## config.mk

```make
export PLATFORM = sky130hd
export DESIGN_NAME = bba_ram
export DESIGN_NICKNAME = d
export VERILOG_FILES = /design/src/design/bba_ram.sv
export SDC_FILE = /design/constraint.sdc
export NUM_CORES = 2
export LEC_CHECK = 0
export CORE_AREA = 2 2 642 485
export CTS_CLUSTER_SIZE = 14
export DETAILED_ROUTE_END_ITERATION = 6
export DIE_AREA = 0 0 644 487
export DONT_BUFFER_PORTS = 1
export PLACE_DENSITY_LB_ADDON = 0.1
export SKIP_CTS_REPAIR_TIMING = 1
export SYNTH_ARGS = -nofsm -noshare
export SYNTH_HDL_FRONTEND = slang
export SYNTH_SLANG_ARGS = --single-unit
```

## constraint.sdc

```tcl
create_clock -name clock -period 3.92 [get_ports clock]
set_input_delay 0.392 -clock clock [delete_from_list [all_inputs] [get_ports clock]]
set_output_delay 0.392 -clock clock [all_outputs]
set_load 0.01 [all_outputs]
```

## src/design/bba_ram.sv

```systemverilog
// Generic simple dual-port RAM with registered read.
`default_nettype none
module bba_ram #(
   parameter int unsigned WIDTH = 8,
   parameter int unsigned DEPTH = 256
) (
   input  wire logic                     clock,
   input  wire logic                     wr_en,
   input  wire logic [$clog2(DEPTH)-1:0] wr_addr,
   input  wire logic [WIDTH-1:0]         wr_data,
   input  wire logic [$clog2(DEPTH)-1:0] rd_addr,
   output logic      [WIDTH-1:0]         rd_data
);
   logic [WIDTH-1:0] mem [DEPTH];

   always_ff @(posedge clock) begin
      if (wr_en) begin
         mem[wr_addr] <= wr_data;
      end
      rd_data <= mem[rd_addr];
   end
endmodule
`default_nettype wire

```

==> results by group <==
Status
  • Status: complete, but fails checks
  • Failing checks: max-slew violations

Clock tree
  • Root Driver: clkbuf_16
  • CTS tree: yes
  • CTS clock-pin slew for the worst setup and hold paths: 60 ps
  • # clock sinks: 2056
  • CTS buffer count: 221
  • Clock insertion delay at the later pin of the skew report: 890 ps
  • Max Buffers Root-to-Sink: 4
  • H-tree Lvls: 4

Final layout
  • Design area: 93100 sq um
  • Filler cells: 30000
  • Layout cells sized above 1: 0.257
  • Area Overhead vs Synth: 17.0%
  • Total Nets Final: 4059

Synth
  • Post-Syn Nets: 3759
  • Synth top cells by count: 2048 x edfxtp_1, 454 x mux4_2, 282 x nor2_1, 134 x mux2i_1, 133 x a22oi_1
  • Unique masters post-synth: 55
  • Post-synthesis cell area: 79600 sq um
  • Post-synth EDFFs: 2048
  • Yosys warns: 0
  • Main synth FF type: edfxtp_1
  • Synth area leaders: edfxtp_1 77%, mux4_2 13%, mux2i_1 1.7%
  • Most common cell in the synthesized netlist: edfxtp_1
  • Post-synthesis sequential element count: 2056
  • Register area share after synthesis: 0.775
  • Post-synthesis cell count: 3733
  • Avg Inst Size Synth: 21.3 sq um
  • Async S/R FF share, synth: 0
  • Share of the synthesized area in the top cell type: 0.773
  • Synth area leader: edfxtp_1

Setup path
  • Slowest cell on crit path: or3b_2
  • Data arrival, critical path: 4410 ps
  • CP most frequent cell: a21oi_1
  • Crit-path max FO: 446
  • Worst path cell trace: or3b_2 > o221ai_1 > a21oi_1 > a21oi_1 > nor3_1 > buf_4 > nor4_2
  • Req. time, crit path: 4710 ps
  • WS Path Type: primary input to flop
  • CP Capture Type: flop
  • CP Launch Type: primary input
  • Critical path's largest stage delay: 1190 ps

STA
  • Worst slew margin: -0.507
  • RSZ-0062 raised after global routing: no
  • FMAX: 0.276 GHz
  • Actual slew at the worst max-slew pin: 2260 ps
  • Final Setup Violations: 0
  • Setup_tns: 0 ps
  • Slew Limit Fails: 271
  • Skew final: 41.8 ps
  • Tcrit/Tclk final: 0.924
  • Hold Slack: 9.22 ps
  • Fin crit period: 3620 ps
  • Worst setup margin: 298 ps
  • Final Hold Viols: 0

Min path
  • Worst Hold Class: primary input to flop

Place
  • Global placer's final weighted congestion: 0.736
  • Hpwl dp: 137000 um
  • Number of port buffers: 0
  • Post-place instance area: 85600 sq um
  • Worst slack, placed: -686 ps

Power
  • Overall Power: 46.9 mW
  • Peak supply drop: 0.336 mV
  • Pwr/cell area: 504 nW/um^2
  • LEAKAGE: 28.4 nW

Route
  • Initial DRC Count: 3627
  • Via count: 38900
  • Vias per Instance: 4.68
  • # DRC: 0
  • Detailed Route WL: 254000 um
  • DRT Pass-1 Iters: 5
  • DR WL/cell: 30.6 um
  • ANT nets after route: 0

Floorplanning
  • Initial core utilization: 0.258
  • Die ar.: 314000 sq um
  • Core area: 308000 sq um
  • Number of core rows: 177
  • Die W: 644 um
  • Number of top-level pins: 34
  • Chip Height: 487 um

Flow run
  • Max Cap Viol: 0

GRT
  • Initial antenna violation count: 13
  • All-Layer GR Usage: 0.156
  • Largest net degree at the start of global routing: 447
  • Total grt overflow: 0
  • Vias in the first global route: 40000
  • First-pass GRT wire length: 343000 um
final cells by class:
type	instances	area (sq um)	share of cell area
inverters	2	7.51	0.0000806
repair buffers	310	2930	0.0314
clock inverters	124	1050	0.0113
well taps	4117	5150	0.0553
clock buffers	264	5760	0.0618
multi-input cells	1442	16500	0.178
diodes	5	12.5	0.000134
flip-flops and latches	2056	61700	0.662
layer usage:
metal | share of wire | vias up | wire length [um] | global-route usage
met1 | 0.49 | 21300 | 124000 | 0.237
met4 | 0.019 | 0 | 4910 | 0.0317
li1 | - | 16300 | - | -
met3 | 0.055 | 290 | 14000 | 0.0275
met5 | 0 | - | 0 | 0
met2 | 0.44 | 980 | 112000 | 0.234
worst max-delay path, delay by kind of cell:
family,cells,cell delay [ps]
and+or+nand+nor,3,1610
AOI/OAI and AO/OA,3,1150
buffers and inverters,1,220
per-stage QoR:
stage                     utilization  instances
after CTS                       0.300       8286
after global routing            0.302       8315
after floorplan                     -       3733
after global placement          0.278       7898
final                           0.302       8320
after detailed placement        0.278       7898
final timing paths:
kind | start | end | slack (ps) | cells after the start
worst max-delay path | rd_addr[1] | rd_data[2] | 300 | 7
worst min-delay path | wr_data[7] | mem[11][7] | 9 | 1
worst max register to register | mem[211][1] | rd_data[1] | 970 | 6
worst min register to register | mem[103][7] | rd_data[7] | 1090 | 5
registers in the layout, indices dropped and copies added (netlist names):
signal / count
mem: 2048
rd_data: 8
cell families (layout without fill, tap and decap cells):
kind of cell,count (synthesis),after routing,share of synthesized area
DFF,2056,2056,0.775
muxes,591,591,0.146
and+or+nand+nor,466,466,0.0263
AOI/OAI and AO/OA,385,385,0.0342
buffers and inverters,235,700,0.0183
other,0,5,0
layout by cell type (no fill, tap or decap), types with 13 or more instances in the layout:
cell type / count
o221ai_1: 46
nor3_1: 22
mux4_2: 454
a211oi_1: 16
buf_4: 272
a21oi_1: 96
mux2i_1: 134
a221oi_1: 13
o22ai_1: 28
nor2b_1: 28
bufinv_16: 18
nor2_1: 279
clkbuf_16: 224
clkinv_2: 35
edfxtp_1: 2048
clkinv_1: 59
nand3_1: 25
nor4_1: 24
buf_16: 26
clkbuf_1: 40
a22oi_1: 133
nand2_1: 32
where the power goes:
group	internal, mW	switching [mW]
registers	24.2	0.0670
clock network	11.6	8.86
logic	0.812	1.38
(Power assumes the default switching activity.)
